`config.mk`:
```
export PLATFORM = sky130hd
export DESIGN_NAME = smx_front
export DESIGN_NICKNAME = d
export VERILOG_FILES = /design/src/rtl/core/smx_pkg.sv /design/src/rtl/core/smx_front.sv
export SDC_FILE = /design/constraint.sdc
export NUM_CORES = 1
export LEC_CHECK = 0
export BUFFER_PORTS_ARGS = -buffer_cell sky130_fd_sc_hd__buf_4
export CELL_PAD_IN_SITES_DETAIL_PLACEMENT = 1
export CELL_PAD_IN_SITES_GLOBAL_PLACEMENT = 1
export CORE_ASPECT_RATIO = 0.5
export CORE_MARGIN = 5
export CORE_UTILIZATION = 40
export CTS_BUF_LIST = sky130_fd_sc_hd__clkbuf_8 sky130_fd_sc_hd__clkbuf_16
export DETAILED_ROUTE_END_ITERATION = 10
export PLACE_DENSITY_LB_ADDON = 0.1
export SLEW_MARGIN = 0
export SYNTH_ARGS = -nofsm -noshare
export SYNTH_HDL_FRONTEND = slang
export SYNTH_SLANG_ARGS = --single-unit
```
`constraint.sdc`:
```
create_clock -name clk -period 9.8 [get_ports clk]
set_clock_uncertainty 0.05 [all_clocks]
set_input_delay 0.98 -clock clk [delete_from_list [all_inputs] [get_ports clk]]
set_output_delay 0.98 -clock clk [all_outputs]
set_load 0.02 [all_outputs]
```
`src/rtl/core/smx_pkg.sv`:
```
package smx_pkg;

  // Default sizes of the machine.
  localparam int DATA_DEPTH_DEF = 64;
  localparam int CALL_DEPTH_DEF = 16;
  localparam int NUM_REGS_DEF   = 8;
  localparam int RAM_WORDS_DEF  = 1024;
  localparam int ADDR_WIDTH_DEF = 16;

  // Operand mode masks.
  localparam logic [2:0] REG_BIT      = 3'd1;
  localparam logic [2:0] CONSTANT_BIT = 3'd2;
  localparam logic [2:0] MEMORY_BIT   = 3'd4;

  // Opcodes.
  localparam logic [4:0] K_PUSH = 5'd0;
  localparam logic [4:0] K_POP  = 5'd1;
  localparam logic [4:0] K_ADD  = 5'd2;
  localparam logic [4:0] K_SUB  = 5'd3;
  localparam logic [4:0] K_DIV  = 5'd4;
  localparam logic [4:0] K_MUL  = 5'd5;
  localparam logic [4:0] K_IN   = 5'd6;
  localparam logic [4:0] K_OUT  = 5'd7;
  localparam logic [4:0] K_HLT  = 5'd8;
  localparam logic [4:0] K_JMP  = 5'd9;
  localparam logic [4:0] K_CALL = 5'd10;
  localparam logic [4:0] K_RET  = 5'd11;
  localparam logic [4:0] K_SQRT = 5'd12;
  localparam logic [4:0] K_SQR  = 5'd13;
  localparam logic [4:0] K_MOD  = 5'd14;
  localparam logic [4:0] K_IDIV = 5'd15;
  localparam logic [4:0] K_JNE  = 5'd16;
  localparam logic [4:0] K_JGE  = 5'd17;
  localparam logic [4:0] K_JLZ  = 5'd18;
  localparam logic [4:0] K_JGZ  = 5'd19;
  localparam logic [4:0] K_DRAW = 5'd20;
  localparam logic [4:0] K_JE   = 5'd21;

  // Error codes.
  localparam logic [2:0] E_NONE     = 3'd0;
  localparam logic [2:0] E_DIV_ZERO = 3'd1;
  localparam logic [2:0] E_NEG_SQRT = 3'd2;
  localparam logic [2:0] E_UNKNOWN  = 3'd3;
  localparam logic [2:0] E_UNDER    = 3'd4;
  localparam logic [2:0] E_OVER     = 3'd5;
  localparam logic [2:0] E_OPERAND  = 3'd6;

  // One classified instruction as it sits in the queue.
  typedef struct packed {
    logic [4:0]  kind;
    logic [2:0]  mode;
    logic [2:0]  ri;
    logic [31:0] imm;
    logic [15:0] tgt;
    logic [31:0] inv;
    logic        unknown;
    logic [1:0]  need;
    logic        opnd;
  } smx_item_t;

  typedef struct packed {
    logic        start;
    logic        sqrt_mode;
    logic [32:0] num;
    logic [31:0] den;
  } smx_areq_t;

  typedef struct packed {
    logic        done;
    logic [32:0] quo;
    logic [32:0] rem;
  } smx_aresp_t;

endpackage

```
`src/rtl/core/smx_front.sv`:
```
module smx_front (
  input  logic              clk,
  input  logic              rst_n,
  input  logic              hold,
  input  logic              in_valid,
  output logic              in_ready,
  input  logic [4:0]        in_kind,
  input  logic [2:0]        in_arg_mode,
  input  logic [2:0]        in_reg_index,
  input  logic [31:0]       in_immediate,
  input  logic [15:0]       in_jump_target,
  input  logic [31:0]       in_in_value,
  output logic              q_valid,
  output smx_pkg::smx_item_t q_item,
  input  logic              q_pop
);

  smx_pkg::smx_item_t q_r [2];
  logic               wp_r, wp_nxt;
  logic               rp_r, rp_nxt;
  logic [1:0]         cnt_r, cnt_nxt;
  smx_pkg::smx_item_t cls;
  logic               push;

  // Operand count and class of each opcode.
  always_comb begin
    cls.kind    = in_kind;
    cls.mode    = in_arg_mode;
    cls.ri      = in_reg_index;
    cls.imm     = in_immediate;
    cls.tgt     = in_jump_target;
    cls.inv     = in_in_value;
    cls.unknown = in_kind > smx_pkg::K_JE;
    cls.opnd    = (in_kind == smx_pkg::K_PUSH) || (in_kind == smx_pkg::K_POP);
    if (in_kind inside {smx_pkg::K_ADD, smx_pkg::K_SUB, smx_pkg::K_DIV, smx_pkg::K_MUL,
                        smx_pkg::K_MOD, smx_pkg::K_IDIV, smx_pkg::K_JNE, smx_pkg::K_JGE,
                        smx_pkg::K_JE}) begin
      cls.need = 2'd2;
    end else if (in_kind inside {smx_pkg::K_OUT, smx_pkg::K_SQRT, smx_pkg::K_SQR,
                                 smx_pkg::K_JLZ, smx_pkg::K_JGZ}) begin
      cls.need = 2'd1;
    end else begin
      cls.need = 2'd0;
    end
  end

  assign in_ready = (cnt_r != 2'd2) && !hold;
  assign push     = in_valid && in_ready;
  assign q_valid  = cnt_r != 2'd0;
  assign q_item   = q_r[rp_r];

  always_comb begin
    wp_nxt  = wp_r ^ push;
    rp_nxt  = rp_r ^ q_pop;
    cnt_nxt = cnt_r + {1'b0, push} - {1'b0, q_pop};
  end

  always_ff @(posedge clk) begin
    if (!rst_n) begin
      wp_r  <= 1'b0;
      rp_r  <= 1'b0;
      cnt_r <= 2'd0;
    end else begin
      wp_r  <= wp_nxt;
      rp_r  <= rp_nxt;
      cnt_r <= cnt_nxt;
    end
    if (push) begin
      q_r[wp_r] <= cls;
    end
  end

endmodule

```
# == After elaboration in Yosys (flattened, before gate mapping) ==
# Memory sizes are Yosys's and may differ from the RTL's. A register that Yosys moved wholly into a read port is not among the register bits.
# Index checks and enable logic that the tools add are counted.
# classes
muxes,5
bitwise_logic,2
n_eq_ne,16
n_reduce_logical,8
addsub,2
n_lt_le_gt_ge,1
# ops
operator,count
$eq 5x5->1 const B,5
$eq 5x4->1 const B,4
$eq 5x3->1 const B,3
$eq 5x2->1 const B,2
$reduce_bool 9->1,1
$eq 5x1->1 const B,1
$gt 5x5->1 const B,1
$logic_not 5->1,1
$reduce_bool 5->1,1
$mux 1,4
$add 2x1->2,1
$logic_and 1x1->1,2
$mux 2,1
$ne 2x2->1 const B,1
$reduce_bool 2->1,1
$sub 2x1->2,1
$xor 1x1->1,2
$logic_not 1->1,1
$logic_or 1x1->1,1
# word_totals
n_memories,1
word_cells,38
register_bits,4
mem_bits_rw,190
in_bits,96
# mem_list
name,words,width,read_ports,rd_ports_with_merged_regs,write_ports,line_no,text
q_r,2,95,1,1,1,smx_front.sv:18,smx_pkg::smx_item_t q_r [2];

# == Longest topological paths before layout ==
# logic_depth
word_depth,5
depth_mapped,9

# == Worst setup path before layout ==
# OpenSTA, ideal clock, no wires.
# synth_path
path_type,input to register
from,input port hold
to,memory q_r[1][0] in the netlist's numbering (enable)
setup_time_ns,0.465
path_slack_ns,5.416
stages,3
arrival_ns,3.870
required_ns,9.285
cell_sequence,a21oi_1 > and2_1 > ha_1
# synth_between
elab_chain_cells,5
# synth_lines
element,line_no,text
from (decl),smx_front.sv:4,"input logic hold,"
$logic_not 1->1,smx_front.sv:47,assign in_ready = (cnt_r != 2'd2) && !hold;
$logic_and 1x1->1,smx_front.sv:47,
$logic_and 1x1->1,smx_front.sv:48,assign push = in_valid && in_ready;
$mux 1,smx_front.sv:68,if (push) begin
$mux 1 (implied by the code),smx_front.sv:69,q_r[wp_r] <= cls;
to (decl),smx_front.sv:18,
# Every way passes these cells.

==> results.tsv <==
metric	value	unit
root_buffer	clkbuf_16	
ir_drop	0.113	mV
place.gp.congestion	0.696	
drtIter0Drc	166	
fmax	276	MHz
layout_common_cells	195 x buf_4, 190 x edfxtp_1, 50 x mux2_4	
ys_seq_area_frac	0.785	
vias	3642	
avgViaCountPerCell	4.61	
worstSetupPathType	flip-flop to primary output	
synth_area_per_cell	22.1	um^2
critPathRequiredTime	8.77	ns
grt_pass1_wl	22.3	mm
total_power	1.93	mW
cts_max_level	4	
portBuffers	192	
final_common_cell	buf_4	
die_area	21500	um^2
final_hold_viol_count	0	
tightest_slew	1.06	ns
grt_overflow	0	
p_leak	3.64	nW
synth_seq_cells	195	
clock-sinks	195	
drc	0	
finalSetupTns	0	ns
layout-drive-gt1-share	0.587	
cts_tree	built	
synth-edff-count	190	
period_share	0.370	
final_cell_area	9630	um^2
async_flop_share	0	
ys_warn_count	0	
hold_buffers	0	
antenna_found_initial	0	
crit_path_end_kind	primary output	
dr.pass1.iters	4	
worstPathArrival	2.60	ns
grt_max_degree	75	
status	completed	
hpwlAfterDp	10.0	mm
setup-violations-final	0	
avgRoutedWirePerCell	18.8	um
cts_resized	0	
maxCapViolCount	0	
area_growth	30.2	%
synth_cells	334	
rows	35	
gr-usage-all-layers	0.137	
totalWireLength	14.8	mm
ys_types	23	
maxSlewHeadroom	0.296	
ios	193	
cts_made_buffers	17	
rsz0062_at_grt	no	
cts_buffer_depth	2	
path_max_fanout	59	
dieWidth	202	um
finalNetCount	637	
initial_utilization	0.405	
fp.dieH	106	um
fin_crit	3.63	ns
synthesis.area	7390	um^2
synth_flop_cell	edfxtp_1	
syn-num-nets	434	
post-route-util	0.527	
post-cts-setup-buffers	0	
clk_pin_slew	0.06	ns
min_path_type	flip-flop to flip-flop	
core-area	18300	um^2
diodes	0	
power.density	200	nW/um^2
ant_nets	0	
grt_pass1_vias	4064	
dpl_cell_area	9080	um^2
maxSlewViolCount	0	
start_kind	flip-flop	
clock_latency	0.41	ns
==> stage by stage <==
stage          worst slack (ns)  std cells  hold WS (ns)
6_report                   6.17        790         0.523
5_1_grt                    5.99        790         0.551
4_1_cts                    6.08        790         0.533
3_5_place_dp               6.50        758         0.517
3_3_place_gp               6.49        758         0.507
2_1_floorplan              5.42        334         0.484
==> worst max-delay path: stages, from the launching register on <==
cell and delay, ns:
dfxtp_4 0.68, buf_4 0.89, mux2_2 0.43, buf_4 0.16
==> report_power, final <==
part | switching [mW] | internal [mW]
Clock | 0.293 | 0.349
Sequential | 0.0180 | 0.971
Combinational | 0.149 | 0.146
Total | 0.460 | 1.46
==> Yosys cell counts (3+ instances only) <==
cell type	instances	area, um^2
a21oi_1	3	15.0
and2_1	5	31.3
buf_2	4	20.0
buf_6	6	67.6
dfxtp_1	5	100
edfxtp_1	190	5710
ha_1	4	50.1
inv_1	4	15.0
mux2_2	45	507
mux2_4	50	751
xnor2_1	3	26.3
==> kinds of logic after synthesis <==
logic type               count (synthesis)  synth area share
AND/OR/NAND/NOR                         14            0.0117
adder cells (fa/ha/maj)                  4           0.00677
XOR/XNOR                                 4           0.00474
AO/OA/AOI/OAI                            7           0.00575
buffers and inverters                   15            0.0159
multiplexers                            95             0.170
flip-flops                             195             0.785
==> cell type report <==
class,instances,area [um^2]
flip-flops and latches,195,5810
repair buffers,195,1460
inverters,4,15.0
multi-input cells,124,1500
clock buffers,17,425
clock inverters,15,119
well taps,240,300
fillers,1708,8630
==> state kept, by name, summed over array words and instances, names as in the netlist, named ones only <==
name	cells
cnt_r	2
q_r	190
rp_r	1
wp_r	1
==> per-layer routing <==
metal	routed length, um	vias up	track usage
met5	0	-	0
met4	91	0	0.0310
met3	743	9	0.0518
met2	7460	88	0.232
met1	6520	1831	0.170
li1	-	1714	-
==> final timing paths <==
path                                          start                   end  slack, ns  cells after the start
worst max-delay path                      flip-flop            q_item[55]       6.17                      3
worst min-delay path                rp_r$_SDFF_PN0_             flip-flop       0.52                      2
worst max register to register  cnt_r[0]$_SDFF_PN0_  q_r[0][87]$_DFFE_PP_       7.18                      5
worst min register to register      rp_r$_SDFF_PN0_             flip-flop       0.52                      2
No activity file was read; power rests on OpenSTA's default activity.
