===== src/rtl/core/smx_pkg.sv =====
package smx_pkg;

  // Default sizes of the machine.
  localparam int DATA_DEPTH_DEF = 64;
  localparam int CALL_DEPTH_DEF = 16;
  localparam int NUM_REGS_DEF   = 8;
  localparam int RAM_WORDS_DEF  = 1024;
  localparam int ADDR_WIDTH_DEF = 16;

  // Operand mode masks.
  localparam logic [2:0] REG_BIT      = 3'd1;
  localparam logic [2:0] CONSTANT_BIT = 3'd2;
  localparam logic [2:0] MEMORY_BIT   = 3'd4;

  // Opcodes.
  localparam logic [4:0] K_PUSH = 5'd0;
  localparam logic [4:0] K_POP  = 5'd1;
  localparam logic [4:0] K_ADD  = 5'd2;
  localparam logic [4:0] K_SUB  = 5'd3;
  localparam logic [4:0] K_DIV  = 5'd4;
  localparam logic [4:0] K_MUL  = 5'd5;
  localparam logic [4:0] K_IN   = 5'd6;
  localparam logic [4:0] K_OUT  = 5'd7;
  localparam logic [4:0] K_HLT  = 5'd8;
  localparam logic [4:0] K_JMP  = 5'd9;
  localparam logic [4:0] K_CALL = 5'd10;
  localparam logic [4:0] K_RET  = 5'd11;
  localparam logic [4:0] K_SQRT = 5'd12;
  localparam logic [4:0] K_SQR  = 5'd13;
  localparam logic [4:0] K_MOD  = 5'd14;
  localparam logic [4:0] K_IDIV = 5'd15;
  localparam logic [4:0] K_JNE  = 5'd16;
  localparam logic [4:0] K_JGE  = 5'd17;
  localparam logic [4:0] K_JLZ  = 5'd18;
  localparam logic [4:0] K_JGZ  = 5'd19;
  localparam logic [4:0] K_DRAW = 5'd20;
  localparam logic [4:0] K_JE   = 5'd21;

  // Error codes.
  localparam logic [2:0] E_NONE     = 3'd0;
  localparam logic [2:0] E_DIV_ZERO = 3'd1;
  localparam logic [2:0] E_NEG_SQRT = 3'd2;
  localparam logic [2:0] E_UNKNOWN  = 3'd3;
  localparam logic [2:0] E_UNDER    = 3'd4;
  localparam logic [2:0] E_OVER     = 3'd5;
  localparam logic [2:0] E_OPERAND  = 3'd6;

  // One classified instruction as it sits in the queue.
  typedef struct packed {
    logic [4:0]  kind;
    logic [2:0]  mode;
    logic [2:0]  ri;
    logic [31:0] imm;
    logic [15:0] tgt;
    logic [31:0] inv;
    logic        unknown;
    logic [1:0]  need;
    logic        opnd;
  } smx_item_t;

  typedef struct packed {
    logic        start;
    logic        sqrt_mode;
    logic [32:0] num;
    logic [31:0] den;
  } smx_areq_t;

  typedef struct packed {
    logic        done;
    logic [32:0] quo;
    logic [32:0] rem;
  } smx_aresp_t;

endpackage


===== src/rtl/core/smx_arith.sv =====
module smx_arith (
  input  logic                clk,
  input  logic                rst_n,
  input  smx_pkg::smx_areq_t  req,
  output smx_pkg::smx_aresp_t resp
);

  localparam logic [5:0] DIV_STEPS  = 6'd33;
  localparam logic [5:0] SQRT_STEPS = 6'd16;

  logic        busy_r, busy_nxt;
  logic        done_r, done_nxt;
  logic        sq_r, sq_nxt;
  logic [5:0]  cnt_r, cnt_nxt;
  logic [32:0] quo_r, quo_nxt;
  logic [32:0] rem_r, rem_nxt;
  logic [31:0] den_r, den_nxt;
  logic [31:0] bit_r, bit_nxt;
  logic [33:0] acc;
  logic [31:0] trial;

  // Restoring division, one quotient bit per cycle; square root one result bit per
  // cycle with rem_r as the remainder and quo_r as the partial root.
  always_comb begin
    busy_nxt = busy_r;
    done_nxt = 1'b0;
    sq_nxt   = sq_r;
    cnt_nxt  = cnt_r;
    quo_nxt  = quo_r;
    rem_nxt  = rem_r;
    den_nxt  = den_r;
    bit_nxt  = bit_r;
    acc      = {rem_r, quo_r[32]};
    trial    = rem_r[31:0] - (quo_r[31:0] + bit_r);
    if (req.start) begin
      busy_nxt = 1'b1;
      sq_nxt   = req.sqrt_mode;
      den_nxt  = req.den;
      bit_nxt  = 32'h4000_0000;
      if (req.sqrt_mode) begin
        cnt_nxt = SQRT_STEPS;
        rem_nxt = req.num;
        quo_nxt = 33'd0;
      end else begin
        cnt_nxt = DIV_STEPS;
        rem_nxt = 33'd0;
        quo_nxt = req.num;
      end
    end else if (busy_r) begin
      if (sq_r) begin
        if (rem_r[31:0] >= quo_r[31:0] + bit_r) begin
          rem_nxt = {1'b0, trial};
          quo_nxt = {1'b0, (quo_r[31:0] >> 1) + bit_r};
        end else begin
          quo_nxt = {1'b0, quo_r[31:0] >> 1};
        end
        bit_nxt = bit_r >> 2;
      end else begin
        if (acc >= {2'b00, den_r}) begin
          rem_nxt = 33'(acc - {2'b00, den_r});
          quo_nxt = {quo_r[31:0], 1'b1};
        end else begin
          rem_nxt = acc[32:0];
          quo_nxt = {quo_r[31:0], 1'b0};
        end
      end
      cnt_nxt = cnt_r - 6'd1;
      if (cnt_r == 6'd1) begin
        busy_nxt = 1'b0;
        done_nxt = 1'b1;
      end
    end
  end

  always_ff @(posedge clk) begin
    if (!rst_n) begin
      busy_r <= 1'b0;
      done_r <= 1'b0;
    end else begin
      busy_r <= busy_nxt;
      done_r <= done_nxt;
    end
    sq_r  <= sq_nxt;
    cnt_r <= cnt_nxt;
    quo_r <= quo_nxt;
    rem_r <= rem_nxt;
    den_r <= den_nxt;
    bit_r <= bit_nxt;
  end

  assign resp.done = done_r;
  assign resp.quo  = quo_r;
  assign resp.rem  = rem_r;

endmodule


===== config.mk =====
export PLATFORM = sky130hd
export DESIGN_NAME = smx_arith
export DESIGN_NICKNAME = d
export VERILOG_FILES = /design/src/rtl/core/smx_pkg.sv /design/src/rtl/core/smx_arith.sv
export SDC_FILE = /design/constraint.sdc
export NUM_CORES = 1
export LEC_CHECK = 0
export CORE_MARGIN = 5
export CORE_UTILIZATION = 53
export DETAILED_ROUTE_END_ITERATION = 10
export DONT_BUFFER_PORTS = 1
export GPL_ROUTABILITY_DRIVEN = 1
export PLACE_DENSITY = 0.7
export SYNTH_ARGS = -nofsm -noshare
export SYNTH_HDL_FRONTEND = slang
export SYNTH_SLANG_ARGS = --single-unit
export TNS_END_PERCENT = 1

===== constraint.sdc =====
create_clock -name clk -period 14 [get_ports clk]
set_clock_uncertainty 0.05 [all_clocks]
set_input_delay 1.4 -clock clk [delete_from_list [all_inputs] [get_ports clk]]
set_output_delay 1.4 -clock clk [all_outputs]
set_load 0.05 [all_outputs]

Word level (Yosys, flattened, before mapping)
Cells that the tools add are included.
- bitwise gates (word level): 2
- multiplexer cells: 19
- equal/unequal tests: 2
- $lt $le $gt $ge: 2
- reductions and logical operators: 4
- add/subtract/negate cells: 5
- operators with widths (kind ; number):
    $mux W33 ; 10
    $ge A34 B32 Y1 ; 1
    $sub A33 B32 Y33 ; 1
    $add A31 B31 Y32 ; 1
    $add A32 B31 Y32 ; 1
    $ge A32 B32 Y1 ; 1
    $mux W32 ; 1
    $sub A32 B32 Y32 ; 1
    $mux W6 ; 3
    $eq A6 B1 Y1 const B ; 1
    $sub A6 B1 Y6 const B ; 1
    $mux W1 ; 5
    $reduce_and A2 Y1 ; 2
    $ne A3 B2 Y1 const B ; 1
    $reduce_or A3 Y1 ; 1
    $not A1 Y1 ; 2
    $reduce_bool A2 Y1 ; 1
- register bits: 123
- word-level logic and storage cells: 42
- output and inout port bits: 67

Depth between registers and ports, before layout
- word-level depth: 6
- mapped depth: 22
- gate-level depth less buffers: 21

Least setup slack after synthesis
No wires, ideal clock.
- path kind: register to register
- start: register quo_r[4]
- end: register rem_r[0], enable pin
- path slack: 6819 ps
- clock period less this slack: 7181 ps
- arrival time: 6657 ps
- cell stages (with the launch flop): 18
- buffers on the path: 2
- library setup time: 474 ps
- cell sequence: edfxtp_1 -> ha_1 -> a211oi_1 -> a211oi_1 -> a21oi_1 -> o21bai_1 -> a31oi_1 -> o21bai_1 -> a31o_2 -> xnor2_1 -> ha_1 -> clkbuf_1 -> nand4_1 -> nor2_1 -> or4b_1 -> o21a_1 -> buf_2 -> a21boi_0
- longest elaborated chain between the ends: 4
- RTL lines (element ; RTL line ; RTL):
    from (decl) ; smx_arith.sv:15 ; logic [32:0] quo_r, quo_nxt;
    from (signal assigned) ; smx_arith.sv:85 ; quo_r <= quo_nxt;
    $add A32 B31 Y32 ; smx_arith.sv:51 ; if (rem_r[31:0] >= quo_r[31:0] + bit_r) begin
    $ge A32 B32 Y1 ; smx_arith.sv:51 ;
    $ne A3 B2 Y1 (no line) ; - ;
    $reduce_and A2 Y1 (no line) ; - ;
    to (signal assigned) ; smx_arith.sv:86 ; rem_r <= rem_nxt;
    to (decl) ; smx_arith.sv:16 ; logic [32:0] rem_r, rem_nxt;
No other way between the ends.
A chain may end at the register's enable or synchronous reset.

Final worst setup path
- start: register quo_r[4]
- end: register rem_r[9], enable pin
Same word-level chain as after synthesis.

==> impl_metrics.tcl <==
set metrics [dict create \
    slew_headroom 0.2551 \
    grt_pass1_wl_mm 50.87 \
    postCtsSetupRepairBufs 0 \
    synth_cell_type_count 76 \
    maxCapViolCount 0 \
    wl_per_cell_um 21.58 \
    dieHeight_um 154.7 \
    die_w_um 154.7 \
    post-route-period-util 0.4449 \
    root_buffer "clkbuf_16" \
    synth_xor_xnor_area_share 0.08368 \
    switching_share 0.5080 \
    async_flop_share 0 \
    cts_hold_buffers 0 \
    synth-edff-count 105 \
    synth-adder-area-share 0.1164 \
    firstDrtPassIters 6 \
    vias 9873 \
    synth.largest_area_cell "edfxtp_1" \
    outcome "complete, no violations" \
    num_io_pins 136 \
    synthMuxAreaShare 0.02075 \
    tritoncts "built" \
    power_density_nw_per_um2 241.7 \
    fin_crit_ns 6.228 \
    synth_top_flop_cell "edfxtp_1" \
    gp_congestion 0.9362 \
    placed_area_um2 11270 \
    path_cells "ha_1 > nand4_1 > o21ai_0 > a21oi_1 > nor2_1 > o21a_1 > a31o_2 > nand2_1 > xor2_1 > ha_1 > and2_1 > and3_1 > nand4_1 > nor2_1 > or4b_1 > o21a_1 > a21boi_4" \
    diodes 0 \
    dieArea_um2 23930 \
    start_util 0.5328 \
    critPathMaxFanout 33 \
    grt_setup_unrepaired "false" \
    detailed_place_hpwl_mm 24.65 \
    power_frac_comb 0.528 \
    critical_path_buf_inv_count 0 \
    htreeDepth 4 \
    wirelength_mm 32.98 \
    achievable-frequency_ghz 0.1606 \
    antenna_left 0 \
    timing.hold.ws_ns 0.4466 \
    netSwitchingPower_mw 1.459 \
    critPathArrivalTime_ns 6.22 \
    cts_sinks 123 \
    p_int_mw 1.413 \
    slowest_stage "a21boi_4" \
    antenna_found_initial 0 \
    fill_cells 1934 \
    clk_pin_slew_ns 0.06 \
    synth.cell_area_um2 11090 \
    required_ns 13.99 \
    crit_path_start_kind "flop" \
    hold_path_class "reg -> reg" \
    final_area_um2 11880 \
    syn2layout_area_growth_pct 7.105 \
    final_net_count 1411 \
    worst_slack_ns 7.772 \
    hold_violations 0 \
    synth_top_family_by_area "compound AO/OA/AOI/OAI gates" \
    ys_seq_area_frac 0.3167 \
    synthDominantCellAreaShare 0.2842 \
    grt_max_degree 61 \
    ys_warn_count 0 \
    viasPerCell 6.461 \
    p_leak_nw 4.758 \
    cts_made_buffers 17 \
    place.port_buffers 0 \
    worstSetupPathType "reg -> reg" \
    cp_slowest_stage_delay_ns 0.97 \
    grtUsageTotal 0.2673 \
    setup_viol 0 \
    grt_overflow 0 \
    synth_simple_gate_area_frac 0.1522 \
    first_iter_violations 695 \
    clock_latency_ns 0.43 \
    place_ws_ns 7.868 \
    vdd_drop_max_v 0.0001286 \
    end_kind "flop" \
    worst_pin_slew_ns 1.114 \
    pwr-share-seq 0.310 \
    drc 0 \
    core_um2 20820 \
    finalMaxSlewViolations 0 \
    std_cell_rows 53 \
    synth_compound_area_frac 0.2691 \
    postCtsResizedCells 0 \
    synth_seq_cells 123 \
    critical_path.top_delay_family "compound AO/OA/AOI/OAI gates" \
    postSynthAreaPerCell_um2 8.722 \
    drive_gt1_frac 0.05666 \
    syn-num-nets 1443 \
    grt_pass1_vias 9497 \
    fin_setup_tns_ns 0 \
    synthCells 1272 \
    power_mw 2.872 \
    synth.area.top_cells "edfxtp_1 28%, ha_1 11%, o21ai_0 5.0%" \
    clockPowerShare 0.162 \
    clk_path_buf_depth 2 \
]
[cells by family (layout without fill, tap and decap cells)]
logic type,after synthesis,after routing
flops,123,123
mux,23,23
xor+xnor,106,106
simple gates,350,350
buf+inv,112,93
fa+ha+maj,102,102
compound gates,456,456
[power by group through the flow]
stage	logic, mW	clock network (mW)	registers [mW]
2_1_floorplan	1.20	0	0.826
3_3_place_gp	1.47	0	0.898
3_5_place_dp	1.48	0	0.897
4_1_cts	1.50	0.471	0.891
5_1_grt	1.67	0.488	0.902
6_report	1.52	0.465	0.890
[layout by cell type (no fill, tap or decap), types with 27 or more instances in the layout]
cell / instances
nor2_1: 62
nand2_1: 123
o21ai_0: 110
xor2_1: 54
a22oi_1: 46
ha_1: 100
a21oi_1: 94
xnor2_1: 52
a21o_1: 39
nor3_1: 27
nand3_1: 32
edfxtp_1: 105
inv_1: 53
[state kept, by name, indices dropped and copies added (netlist names)]
signal	flops
bit_r	16
busy_r	1
rem_r	33
quo_r	33
den_r	32
sq_r	1
done_r	1
cnt_r	6
[tightest hold or removal path: cells and delay by family (launching register included)]
kind	cells	cell delay [ns]
AO/OA/AOI/OAI	1	0.05
flip-flops	1	0.34
AND/OR/NAND/NOR	1	0.06
[cells in the mapped netlist (23+ instances only)]
cell type,count
nand2_1,123
o21ai_0,110
edfxtp_1,105
ha_1,100
a21oi_1,94
nor2_1,65
xor2_1,54
inv_1,53
xnor2_1,52
a22oi_1,46
clkbuf_1,42
a21o_1,39
nand3_1,32
nor3_1,27
a31oi_1,25
mux2i_1,23
[metal layers]
layer  GRT usage  wire length, µm  vias up
li1            -                -     4756
met2      0.4553            15890      344
met3     0.07359             2600       64
met4     0.08621              904        0
met5           0                0        -
met1      0.3288            13580     4709
[cell type report]
type | instances | area, µm² | area share
clock buffers | 17 | 425.4 | 0.03580
inverters | 53 | 198.9 | 0.01674
flip-flops and latches | 123 | 3513 | 0.2957
clock inverters | 15 | 190.2 | 0.01601
well taps | 275 | 344.1 | 0.02896
multi-input cells | 1037 | 7151 | 0.6018
repair buffers | 8 | 60.06 | 0.005054
[per-stage QoR]
step / instances / utilization
after floorplan: 1272 / -
after global placement: 1496 / 0.5411
after detailed placement: 1496 / 0.5411
after CTS: 1528 / 0.5707
after global routing: 1528 / 0.5707
final: 1528 / 0.5707
[worst paths after layout]
| path | startpoint | endpoint | slack [ns] | cells past startpoint |
|---|---|---|---|---|
| setup reg to reg | quo_r[4] | rem_r[9] | 7.77 | 17 |
| hold / removal | bit_r[14] | bit_r[14] | 0.45 | 2 |
| hold reg to reg | bit_r[14] | bit_r[14] | 0.45 | 2 |
| setup / recovery | quo_r[4] | rem_r[9] | 7.77 | 17 |
No activity file was read; power rests on OpenSTA's default activity.
